### src/hdl/lion_optimizer_update_assert.svh
// ----------------------------------------------------------------------------
// lion optimizer update assertion macros
// shared property forms for the update block checks
// ----------------------------------------------------------------------------
`ifndef LION_OPTIMIZER_UPDATE_ASSERT_SVH
`define LION_OPTIMIZER_UPDATE_ASSERT_SVH

// same-cycle implication, sampled on clk, off during rst
`define LION_ASSERT_IMP(lbl, ante, cons, msg) \
  lbl: assert property (@(posedge clk) disable iff (rst) (ante) |-> (cons)) \
    else $error(msg);

// next-cycle implication, sampled on clk, off during rst
`define LION_ASSERT_NEXT(lbl, ante, cons, msg) \
  lbl: assert property (@(posedge clk) disable iff (rst) (ante) |=> (cons)) \
    else $error(msg);

`endif

### src/hdl/lion_pkg.sv
// ----------------------------------------------------------------------------
// lion_pkg
// shared types and constants of the lion optimizer update block
// ----------------------------------------------------------------------------
`timescale 1ns / 1ps
`default_nettype none

package lion_pkg;

  localparam int unsigned LATENCY   = 5;
  localparam int unsigned PROD_W    = 50;
  localparam int unsigned SUM_W     = 51;
  localparam int unsigned CFG_IDX_W = 2;

  localparam logic [16:0] ONE_Q16 = 17'h10000;

  localparam logic [31:0] LEARN_RATE_RST     = 32'd429497;
  localparam logic [16:0] DIRECTION_BETA_RST = 17'd58982;
  localparam logic [16:0] MOMENTUM_BETA_RST  = 17'd64880;
  localparam logic [31:0] DECAY_RATE_RST     = 32'd0;

  // sign of the direction as a q8.24 step
  localparam logic signed [33:0] SIGN_ONE_Q24 = 34'sd16777216;

  // round-to-nearest bias for a 32-bit shift
  localparam logic [63:0] HALF_Q32 = 64'h0000_0000_8000_0000;

  localparam logic signed [31:0] Q824_MAX = 32'sh7fff_ffff;
  localparam logic signed [31:0] Q824_MIN = 32'sh8000_0000;

  typedef logic signed [31:0] q824_t;

  typedef enum logic [CFG_IDX_W-1:0] {
    CFG_LEARN_RATE     = 2'd0,
    CFG_DIRECTION_BETA = 2'd1,
    CFG_MOMENTUM_BETA  = 2'd2,
    CFG_DECAY_RATE     = 2'd3
  } cfg_index_t;

  // first-stage products handed to both result paths
  typedef struct packed {
    logic signed [PROD_W-1:0] dir_m;
    logic signed [PROD_W-1:0] dir_g;
    logic signed [PROD_W-1:0] mom_m;
    logic signed [PROD_W-1:0] mom_g;
    logic [63:0]              decay;
    q824_t                    weight;
  } prod_t;

  typedef struct packed {
    q824_t value;
    logic  clipped;
  } sat_out_t;

endpackage

`default_nettype wire

### src/hdl/lion_mpath.sv
// ----------------------------------------------------------------------------
// lion_mpath
// momentum path, stages two to five: blend sum, rounding, saturation
// ----------------------------------------------------------------------------
`timescale 1ns / 1ps
`default_nettype none

module lion_mpath (
  input  logic               clk,
  input  lion_pkg::prod_t    prod,
  output lion_pkg::sat_out_t result
);
  import lion_pkg::*;

  logic signed [SUM_W-1:0] s2_sum;
  logic signed [SUM_W-1:0] biased;
  logic signed [SUM_W-1:0] bias;
  logic signed [34:0]      s3_r;
  logic                    clip_hi;
  logic                    clip_lo;
  sat_out_t                s4_out;

  always_ff @(posedge clk) begin
    s2_sum <= prod.mom_m + prod.mom_g;
  end

  // ties away from zero: half for positive, half minus one for negative,
  // then an arithmetic shift
  assign bias   = s2_sum[SUM_W-1] ? SUM_W'(32767) : SUM_W'(32768);
  assign biased = s2_sum + bias;

  always_ff @(posedge clk) begin
    s3_r <= 35'(biased >>> 16);
  end

  assign clip_hi = !s3_r[34] && (|s3_r[33:31]);
  assign clip_lo = s3_r[34] && !(&s3_r[33:31]);

  always_ff @(posedge clk) begin
    s4_out.clipped <= clip_hi || clip_lo;
    if (clip_hi) begin
      s4_out.value <= Q824_MAX;
    end else if (clip_lo) begin
      s4_out.value <= Q824_MIN;
    end else begin
      s4_out.value <= s3_r[31:0];
    end
  end

  // align with the five-stage weight path
  always_ff @(posedge clk) begin
    result <= s4_out;
  end

endmodule

`default_nettype wire
### config.mk
export PLATFORM = sky130hd
export DESIGN_NAME = lion_mpath
export DESIGN_NICKNAME = d
export VERILOG_FILES = /design/src/hdl/lion_optimizer_update_assert.svh /design/src/hdl/lion_pkg.sv /design/src/hdl/lion_mpath.sv
export SDC_FILE = /design/constraint.sdc
export NUM_CORES = 1
export LEC_CHECK = 0
export ABC_AREA = 1
export BUFFER_PORTS_ARGS = -buffer_cell sky130_fd_sc_hd__buf_2
export CAP_MARGIN = 15
export CORE_UTILIZATION = 56
export CTS_BUF_LIST = sky130_fd_sc_hd__clkbuf_16
export DETAILED_ROUTE_END_ITERATION = 16
export PLACE_DENSITY = 0.93
export SYNTH_ARGS = -nofsm -noshare
export SYNTH_HDL_FRONTEND = slang
export SYNTH_SLANG_ARGS = --single-unit
### constraint.sdc
create_clock -name clk -period 3.3 [get_ports clk]
set_input_delay 0.495 -clock clk [delete_from_list [all_inputs] [get_ports clk]]
set_output_delay 0.495 -clock clk [all_outputs]
set_load 0.05 [all_outputs]
==> results.md <==
* Final setup viols at 0
* First-pass GRT wire length at 46700 microns
* PwrDens at 597 nW/um^2
* # resized after CTS at 0
* Arr. time, crit path at 3.00 ns
* Routed Antenna Nets at 0
* P_leak at 6.55 nW
* Top Ports at 330
* Max Freq at 374 MHz
* Clk slew on worst S/H paths at 0.07 ns
* Yosys reg bits at 152
* Post-CTS setup buffers at 0
* WP data required at 3.63 ns
* CP endpoint kind: register
* Number of core rows at 48
* DRC viols at 0
* Post-route minimum period at 2.67 ns
* Max cap viols at 0
* DRT iter0 DRCs at 771
* Avg Inst Size Synth at 6.18 sq um
* Clk sinks at 152
* H-tree depth at 4
* Mapped Nets at 1984
* Worst rel slew slack at 54.9%
* Sequential share of the synthesized area at 30.4%
* Number of buffers created by CTS at 17
* CTS root buffer: clkbuf_16
* Worst setup path class: register to register
* Outcome: finished clean
* Cell count after synthesis at 1621
* Vias in the first global route at 9486
* Router iterations before antenna repair at 6
* YS warnings at 0
* Ant diodes at 0
* Die area at 18400 sq um
* RSZ-0062 raised after global routing: no
* Worst VDD drop at 676 uV
* DRT Wirelength at 29700 microns
* Max-slew violations at 0
* Core area at 17400 sq um
* Final #Nets at 2130
* Slew @ Worst Pin at 0.676 ns
* Final period util at 80.9%
* Synth Cell Area at 10000 sq um
* Port-buffer cells at 133
* Setup Skew at 0.0121 ns
* CTS tree: built
* Share of layout cells above drive strength 1 at 13.8%
* Initial antenna violation count at 0
* Worst-path fanout max at 17
* Die X at 136 microns
* Hold buffer count at cts at 0
* Hold Path Class: input port to register
* Final Wtd Congestion at 1.03
* Area Overhead vs Synth at 15.6%
* CP startpoint kind: register
* Die Y at 136 microns
* Non-Filler Instances at 2005
* Largest net degree at the start of global routing at 33
* Fin. Hold Viols at 0
* Per-cell routed wire length at 14.8 microns
* DR vias/cell at 5.13
* DP HPWL at 24900 microns
* Yosys cell types at 39
* Grt ovf at 0
* Clk buf depth at 2
* Starting Density at 57.7%
* Vias at 10300
* Cell count after placement at 1972
* PnR Total Power at 0.00691 W
* Fill cells at 1543
* Total negative setup slack at 0 ns
* Post-layout util at 66.7%
* Total Routing Usage GR at 33.4%
* Worst-skew pair later-pin latency at 0.43 ns
==> per-stage QoR <==
| step | instance area [sq um] | hold slack [ns] | setup slack [ns] |
|---|---|---|---|
| 6_report | 11600 | 0.276 | 0.629 |
| 5_1_grt | 11600 | 0.279 | 0.412 |
| 4_1_cts | 11600 | 0.274 | 0.704 |
| 3_5_place_dp | 10900 | 0.312 | 0.742 |
| 3_3_place_gp | 10900 | 0.310 | 0.831 |
| 2_1_floorplan | 10000 | 0.310 | 1.37 |
==> sequential cells by signal, indices dropped and copies added (netlist names) <==
| register | flops |
|---|---|
| result | 33 |
| s2_sum | 51 |
| s3_r | 35 |
| s4_out | 33 |
==> cells in the mapped netlist (all sizes together) <==
library cell / n / area (sq um)
clkbuf: 4 / 15.0
nor4: 6 / 43.8
nand2: 661 / 2520
xnor2: 3 / 26.3
and2: 3 / 18.8
o21ai: 15 / 75.1
a21oi: 47 / 235
a21o: 1 / 7.51
o31ai: 1 / 7.51
o211ai: 1 / 7.51
and3: 1 / 6.26
nand3: 90 / 490
or2: 2 / 12.5
nand4: 26 / 169
ha: 65 / 813
dfxtp: 152 / 3040
a21boi: 5 / 37.5
nor3b: 1 / 12.5
xor2: 31 / 272
nor2: 158 / 671
fa: 1 / 20.0
o21bai: 14 / 109
buf: 3 / 15.0
nor3: 30 / 210
a31o: 1 / 8.76
nand3b: 11 / 86.3
inv: 288 / 1080
==> worst paths after layout <==
kind | startpoint | to | slack [ns] | cells past startpoint
min reg2reg | s4_out[18] | result[18] | 0.32 | 0
max reg2reg | s2_sum[50] | s3_r[5] | 0.63 | 8
min | prod[146] | s2_sum[0] | 0.28 | 2
max | s2_sum[50] | s3_r[5] | 0.63 | 8
==> critical path: stages, from the launching register on <==
cell and delay [ns]:
dfxtp_1 0.75, inv_1 0.17, ha_1 0.36, nand2_1 0.13, o21ai_0 0.54, nand2_1 0.19
nand3_2 0.18, nor2_1 0.06, nor2_1 0.19
==> per-layer routing <==
| metal | part of all wire [%] | up-vias | global-route usage (%) |
|---|---|---|---|
| met2 | 49 | 381 | 60.4 |
| li1 | - | 5270 | - |
| met5 | 0 | - | 0 |
| met3 | 4.7 | 69 | 2.88 |
| met4 | 4.4 | 0 | 15.4 |
| met1 | 42 | 4566 | 39.5 |
==> cells in the final DEF (no fill, tap or decap), types with 8 or more instances in the layout <==
cell type and instances:
xor2_1 31, nor2_1 133, clkbuf_16 17, inv_1 279, o21ai_0 11, nand3b_1 10
o21bai_1 13, nor3_2 12, nor3_1 18, ha_1 65, nand3_2 8, buf_2 133
nor2_2 22, a21oi_1 47, dfxtp_1 152, nand4_1 25, inv_2 9, nand2_2 17
nand3_1 82, nand2_1 644
==> layout make-up <==
type / count / area, sq um / share of cell area (%)
Multi-Input combinational cell: 1174 / 5880 / 50.8
Sequential cell: 152 / 3040 / 26.3
Inverter: 288 / 1080 / 9.34
Timing Repair Buffer: 134 / 681 / 5.88
Clock buffer: 17 / 425 / 3.67
Tap cell: 225 / 282 / 2.43
Clock inverter: 15 / 191 / 1.65
==> power by group <==
part           internal, W  leakage, nW  switching (W)
registers          0.00231         1.28       0.000265
clock network      0.00104        0.300       0.000909
logic             0.000679         4.97        0.00171
==> logic make-up after synthesis <==
| kind of cell | count (synthesis) | synth area share, % |
|---|---|---|
| AOI/OAI and AO/OA | 85 | 4.87 |
| DFF | 152 | 30.4 |
| and+or+nand+nor | 989 | 42.4 |
| buffers and inverters | 295 | 11.1 |
| xor gates and xnor gates | 34 | 2.97 |
| adders and majority gates | 66 | 8.32 |
No activity file was read; power rests on OpenSTA's default activity.
