--- src/hdl/lion_optimizer_update_assert.svh ---
// ----------------------------------------------------------------------------
// lion optimizer update assertion macros
// shared property forms for the update block checks
// ----------------------------------------------------------------------------
`ifndef LION_OPTIMIZER_UPDATE_ASSERT_SVH
`define LION_OPTIMIZER_UPDATE_ASSERT_SVH

// same-cycle implication, sampled on clk, off during rst
`define LION_ASSERT_IMP(lbl, ante, cons, msg) \
  lbl: assert property (@(posedge clk) disable iff (rst) (ante) |-> (cons)) \
    else $error(msg);

// next-cycle implication, sampled on clk, off during rst
`define LION_ASSERT_NEXT(lbl, ante, cons, msg) \
  lbl: assert property (@(posedge clk) disable iff (rst) (ante) |=> (cons)) \
    else $error(msg);

`endif

--- src/hdl/lion_pkg.sv ---
// ----------------------------------------------------------------------------
// lion_pkg
// shared types and constants of the lion optimizer update block
// ----------------------------------------------------------------------------
`timescale 1ns / 1ps
`default_nettype none

package lion_pkg;

  localparam int unsigned LATENCY   = 5;
  localparam int unsigned PROD_W    = 50;
  localparam int unsigned SUM_W     = 51;
  localparam int unsigned CFG_IDX_W = 2;

  localparam logic [16:0] ONE_Q16 = 17'h10000;

  localparam logic [31:0] LEARN_RATE_RST     = 32'd429497;
  localparam logic [16:0] DIRECTION_BETA_RST = 17'd58982;
  localparam logic [16:0] MOMENTUM_BETA_RST  = 17'd64880;
  localparam logic [31:0] DECAY_RATE_RST     = 32'd0;

  // sign of the direction as a q8.24 step
  localparam logic signed [33:0] SIGN_ONE_Q24 = 34'sd16777216;

  // round-to-nearest bias for a 32-bit shift
  localparam logic [63:0] HALF_Q32 = 64'h0000_0000_8000_0000;

  localparam logic signed [31:0] Q824_MAX = 32'sh7fff_ffff;
  localparam logic signed [31:0] Q824_MIN = 32'sh8000_0000;

  typedef logic signed [31:0] q824_t;

  typedef enum logic [CFG_IDX_W-1:0] {
    CFG_LEARN_RATE     = 2'd0,
    CFG_DIRECTION_BETA = 2'd1,
    CFG_MOMENTUM_BETA  = 2'd2,
    CFG_DECAY_RATE     = 2'd3
  } cfg_index_t;

  // first-stage products handed to both result paths
  typedef struct packed {
    logic signed [PROD_W-1:0] dir_m;
    logic signed [PROD_W-1:0] dir_g;
    logic signed [PROD_W-1:0] mom_m;
    logic signed [PROD_W-1:0] mom_g;
    logic [63:0]              decay;
    q824_t                    weight;
  } prod_t;

  typedef struct packed {
    q824_t value;
    logic  clipped;
  } sat_out_t;

endpackage

`default_nettype wire

--- src/hdl/lion_wpath.sv ---
// ----------------------------------------------------------------------------
// lion_wpath
// weight path, stages two to five: sign, decay, lr scaling, saturation
// ----------------------------------------------------------------------------
`timescale 1ns / 1ps
`default_nettype none

module lion_wpath (
  input  logic               clk,
  input  lion_pkg::prod_t    prod,
  input  logic [31:0]        learn_rate,
  output lion_pkg::sat_out_t result
);
  import lion_pkg::*;

  // stage 2
  logic signed [SUM_W-1:0] dir_sum;
  logic [63:0]             t_round;
  logic                    s2_pos;
  logic                    s2_neg;
  logic [31:0]             s2_tmag;
  q824_t                   s2_w;
  // stage 3
  logic signed [33:0]      t_s;
  logic signed [33:0]      sgn;
  logic signed [33:0]      st;
  logic [33:0]             st_abs;
  logic                    s3_neg;
  logic [31:0]             s3_mag;
  q824_t                   s3_w;
  // stage 4
  logic [63:0]             s4_prod;
  logic                    s4_neg;
  q824_t                   s4_w;
  // stage 5
  logic [64:0]             d_round;
  logic [32:0]             d_mag;
  logic signed [34:0]      delta;
  logic signed [34:0]      diff;
  logic                    clip_hi;
  logic                    clip_lo;

  // direction sign and rounded decay magnitude
  assign dir_sum = prod.dir_m + prod.dir_g;
  assign t_round = prod.decay + HALF_Q32;

  always_ff @(posedge clk) begin
    s2_pos  <= !dir_sum[SUM_W-1] && (|dir_sum);
    s2_neg  <= dir_sum[SUM_W-1];
    s2_tmag <= t_round[63:32];
    s2_w    <= prod.weight;
  end

  // step = sign + signed decay term, kept as magnitude and sign
  assign t_s    = s2_w[31] ? -$signed({2'b00, s2_tmag}) : $signed({2'b00, s2_tmag});
  assign sgn    = s2_pos ? SIGN_ONE_Q24 : (s2_neg ? -SIGN_ONE_Q24 : 34'sd0);
  assign st     = sgn + t_s;
  assign st_abs = st[33] ? 34'(-st) : 34'(st);

  always_ff @(posedge clk) begin
    s3_neg <= st[33];
    s3_mag <= st_abs[31:0];
    s3_w   <= s2_w;
  end

  always_ff @(posedge clk) begin
    s4_prod <= learn_rate * s3_mag;
    s4_neg  <= s3_neg;
    s4_w    <= s3_w;
  end

  // round lr * step, subtract, clip to q8.24
  assign d_round = {1'b0, s4_prod} + {1'b0, HALF_Q32};
  assign d_mag   = d_round[64:32];
  assign delta   = s4_neg ? -$signed({2'b00, d_mag}) : $signed({2'b00, d_mag});
  assign diff    = {{3{s4_w[31]}}, s4_w} - delta;
  assign clip_hi = !diff[34] && (|diff[33:31]);
  assign clip_lo = diff[34] && !(&diff[33:31]);

  always_ff @(posedge clk) begin
    result.clipped <= clip_hi || clip_lo;
    if (clip_hi) begin
      result.value <= Q824_MAX;
    end else if (clip_lo) begin
      result.value <= Q824_MIN;
    end else begin
      result.value <= diff[31:0];
    end
  end

endmodule

`default_nettype wire

--- config.mk ---
export PLATFORM = sky130hd
export DESIGN_NAME = lion_wpath
export DESIGN_NICKNAME = d
export VERILOG_FILES = /design/src/hdl/lion_optimizer_update_assert.svh /design/src/hdl/lion_pkg.sv /design/src/hdl/lion_wpath.sv
export SDC_FILE = /design/constraint.sdc
export NUM_CORES = 2
export LEC_CHECK = 0
export BUFFER_PORTS_ARGS = -buffer_cell sky130_fd_sc_hd__buf_2
export CAP_MARGIN = 20
export CORE_UTILIZATION = 55
export DETAILED_ROUTE_END_ITERATION = 8
export PLACE_DENSITY = 0.74
export SLEW_MARGIN = 20
export SYNTH_ARGS = -nofsm -noshare
export SYNTH_HDL_FRONTEND = slang
export SYNTH_SLANG_ARGS = --single-unit
--- constraint.sdc ---
create_clock -name clk -period 8.7 [get_ports clk]
set_clock_uncertainty 0.05 [all_clocks]
set_input_delay 0.87 -clock clk [delete_from_list [all_inputs] [get_ports clk]]
set_output_delay 0.87 -clock clk [all_outputs]
set_load 0.01 [all_outputs]
==> impl_summary.md <==
Run status
The run finished with clean final reports.

Clock tree
The library cell used as clock root buffer is sky130_fd_sc_hd__clkbuf_16. TritonCTS built the clock tree. The post-cts hold buffer count is 0.

In this run the post-CTS setup repair buffer count came out at 0. The number of resized instances in the post-cts repair step is 0. The buffer levels on the longest clock path is 3.

The clock reaches the later pin of the worst-skew pair after 560 ps. The count of clock tree sinks is 230. After clock tree synthesis, the clock-pin slew on the worst setup and hold paths is 70 ps. The number of buffers created by CTS is 24. The CTS H-tree depth is 1.

Timing
In this run the tightest slew margin relative to its limit is 0.298. Across all setup checks in the final design, the least slack found is 361 ps. The part of the cycle the worst path needs is 0.959. The max-slew violation count is 0. The setup TNS is 0 ps.

Setup repair after global routing left no endpoint under its margin. The routed design could run at a clock period as short as 8340 ps. The upper clock frequency limit is 120 MHz. The pin slew with the least headroom to its limit is 1050 ps. The count of endpoints failing hold in the final timing report came to 0. Setup violations remaining at the end of the flow were counted as 0.

Drt
The total DRC errors in the routed layout is 0. The routed wire length is approximately 120000 microns. The first TritonRoute pass finished after 5 iterations. The count of nets left with antenna violations once routing finished came out at 0.

After detailed routing, the average wire length per cell comes to about 19 microns. Dividing the detail-routed via count by the number of cells gives approximately 5.5. The via total after detailed routing is roughly 36000.

The initial detailed-routing violation count is about 2500.

GRT
Across every metal layer, demand over resource in global routing totals 0.285. The via count of the first global-routing pass was about 37000. The initial antenna violation count was 11. Entering global routing, the biggest net connects 54 pins. The global route total overflow is 0.

The wire length of the first global-routing pass is 193000 microns.

Synth
By area the synthesized netlist is led by sky130_fd_sc_hd__fa_1 (39%), sky130_fd_sc_hd__dfxtp_1 (10%), sky130_fd_sc_hd__ha_1 (9.7%). The count of synthesis-stage warnings from yosys is 0. The most common cell in the netlist is sky130_fd_sc_hd__inv_1.

The fraction of registers with async set or reset after synthesis is 0. The portion of synthesized cell area occupied by the leading cell type is 0.389. The mean area per synthesized cell is a little under 9 sq um. The synthesized design spends more area on one cell type than any other, namely sky130_fd_sc_hd__fa_1. The part of the Yosys area used for sequential elements is 0.0995. The post-synthesis instance total is approximately 5200.

Counting flops with a built-in enable in the synthesized netlist gives 0. Synthesis instantiated 83 different standard cells from the library. The net count after synthesis is 6771. The mapped cell area is between 40000 and 50000 sq um. Counting flops and latches in the post-synthesis netlist gives 230. The commonest cells after synthesis are sky130_fd_sc_hd__inv_1 (922), sky130_fd_sc_hd__fa_1 (898), sky130_fd_sc_hd__and2_1 (606). The most used flip-flop cell after synthesis is sky130_fd_sc_hd__dfxtp_1.

Finish
The utilization after layout is 0.597. Of the cells placed in the final design, the portion with a size suffix greater than 1 is 0.0864. The number of fill cells in the layout is 7175. The finished cells cover 49800 sq um. The layout overhead on the synthesized area is 7.59%. The number of nets in the layout is ~7000.

Hold path
The startpoint identified for the worst hold timing path is s2_w[1]$_DFF_P_. In this run the worst hold path is classified as register to register.

Flow run
The total of max-cap violations is 0.

Critical path
The data arrival time of the critical path is about 9000 ps. The startpoint of the worst register-to-register path is s3_mag[4]$_DFF_P_. The critical-path maximum fanout is 20.

STA classifies the critical path endpoint as a register. The number of buffers and inverters on the critical path is 6. The sort of element at the start of the critical path is a register. At the worst endpoint, the required time is a little over 9000 ps. Counting stages on the worst path, the most repeated cell is sky130_fd_sc_hd__fa_1. The critical path starts at s3_mag[4]$_DFF_P_. In this design, the largest share of critical-path delay is due to adder cells.

The slowest stage cell on the critical path is sky130_fd_sc_hd__dfxtp_1. The worst setup path category is register to register. The delay contributed by the slowest stage of the critical path is between 1000 and 1500 ps.

Place
The post-placement cell area is around 50000 sq um. Timing analysis after detailed placement gives a worst setup slack of around 59 ps. Routability-driven placement finished with a final weighted congestion of 0.925. During placement, the flow inserted port buffers numbering 230. The post-detailed-placement half-perimeter wirelength is 98300 microns.

Floorplanning
The die covers approximately 85000 sq um. The number of top-level pins is approximately 360. The region available for standard cell placement spans ~83000 sq um. The standard-cell row count is about 110. The die width is just under 300 microns. The effective utilization at floorplan is 0.555. The floorplan step set the die height to 292 microns.
placed cells by master, fill, tap and decap left out, types with 88 or more instances in the layout:
cell / netlist / final
sky130_fd_sc_hd__and2_1: 606 / 606
sky130_fd_sc_hd__buf_2: 10 / 230
sky130_fd_sc_hd__nor2_1: 151 / 151
sky130_fd_sc_hd__a21o_1: 88 / 88
sky130_fd_sc_hd__ha_1: 357 / 357
sky130_fd_sc_hd__nand2_1: 592 / 592
sky130_fd_sc_hd__o21ai_0: 108 / 108
sky130_fd_sc_hd__inv_1: 922 / 922
sky130_fd_sc_hd__buf_4: 5 / 144
sky130_fd_sc_hd__fa_1: 898 / 898
sky130_fd_sc_hd__dfxtp_1: 230 / 228
sky130_fd_sc_hd__a21oi_1: 154 / 154
sky130_fd_sc_hd__xnor2_1: 180 / 179
flip-flops by register name, summed over array words and instances (netlist names):
name and count:
s2_tmag 32, s3_mag 32, s3_neg 1, s4_prod 33
result 33, s2_w 32, s4_w 32, s2_neg 1
s2_pos 1, s4_neg 1, s3_w 32
kinds of logic (layout without fill, tap and decap cells):
logic type,Yosys count,in the layout,synth area share
adder cells (fa/ha/maj),1255,1255,0.485
other,0,2,0
flip-flops,230,230,0.0995
XOR/XNOR,252,252,0.0477
buffers and inverters,1185,1344,0.0972
AO/OA/AOI/OAI,575,575,0.0818
AND/OR/NAND/NOR,1673,1673,0.185
multiplexers,17,17,0.00384
stage by stage:
step / hold slack, ps / std cells
6_report: 275 / 6428
5_1_grt: 279 / 6426
4_1_cts: 275 / 6426
3_5_place_dp: 262 / 6385
3_3_place_gp: 260 / 6385
2_1_floorplan: 260 / 5187
metal layers:
metal,vias to the layer above,share of wire,GRT usage
met1,17500,0.41,0.383
met2,1422,0.46,0.455
met5,-,0.00094,0
met4,18,0.026,0.0707
met3,216,0.11,0.0789
li1,16300,-,-
final timing paths:
path / endpoint / slack [ps] / depth (start not counted)
max: s4_prod[44]$_DFF_P_ / 360 / 27
min: s3_w[1]$_DFF_P_ / 280 / 0
max reg2reg: s4_prod[44]$_DFF_P_ / 360 / 27
min reg2reg: s3_w[1]$_DFF_P_ / 280 / 0
worst reg2reg max path, stage by stage (launching register included):
cell	delay [ps]
sky130_fd_sc_hd__dfxtp_1	1010
sky130_fd_sc_hd__and2_1	300
sky130_fd_sc_hd__fa_1	400
sky130_fd_sc_hd__inv_1	90
sky130_fd_sc_hd__fa_1	410
sky130_fd_sc_hd__fa_1	580
sky130_fd_sc_hd__inv_1	60
sky130_fd_sc_hd__fa_1	430
sky130_fd_sc_hd__ha_1	310
sky130_fd_sc_hd__ha_1	280
sky130_fd_sc_hd__inv_1	50
sky130_fd_sc_hd__fa_1	510
sky130_fd_sc_hd__fa_1	540
sky130_fd_sc_hd__inv_1	50
sky130_fd_sc_hd__ha_1	300
sky130_fd_sc_hd__and3_1	180
sky130_fd_sc_hd__a221o_1	350
sky130_fd_sc_hd__a31oi_1	140
sky130_fd_sc_hd__buf_4	130
sky130_fd_sc_hd__o221ai_1	140
sky130_fd_sc_hd__a21oi_1	260
sky130_fd_sc_hd__o211ai_1	230
sky130_fd_sc_hd__a211oi_1	300
sky130_fd_sc_hd__buf_4	160
sky130_fd_sc_hd__o21a_1	270
sky130_fd_sc_hd__o21ai_0	190
sky130_fd_sc_hd__a221oi_1	360
sky130_fd_sc_hd__xnor2_1	170
final cells by class:
| class | count | area [sq um] | share of cell area |
|---|---|---|---|
| tap | 1080 | 1350 | 0.0271 |
| timing repair buffer | 380 | 2350 | 0.0473 |
| multi-input combinational | 3772 | 37200 | 0.747 |
| sequential | 230 | 4610 | 0.0925 |
| antenna | 2 | 5.00 | 0.000101 |
| inverter | 923 | 3460 | 0.0696 |
| clock inverter | 13 | 198 | 0.00397 |
| clock buffer | 28 | 626 | 0.0126 |
Power is left out: the tool's default activity adds up to more than one toggle a clock period on the data nets, which glitch-free logic cannot reach.
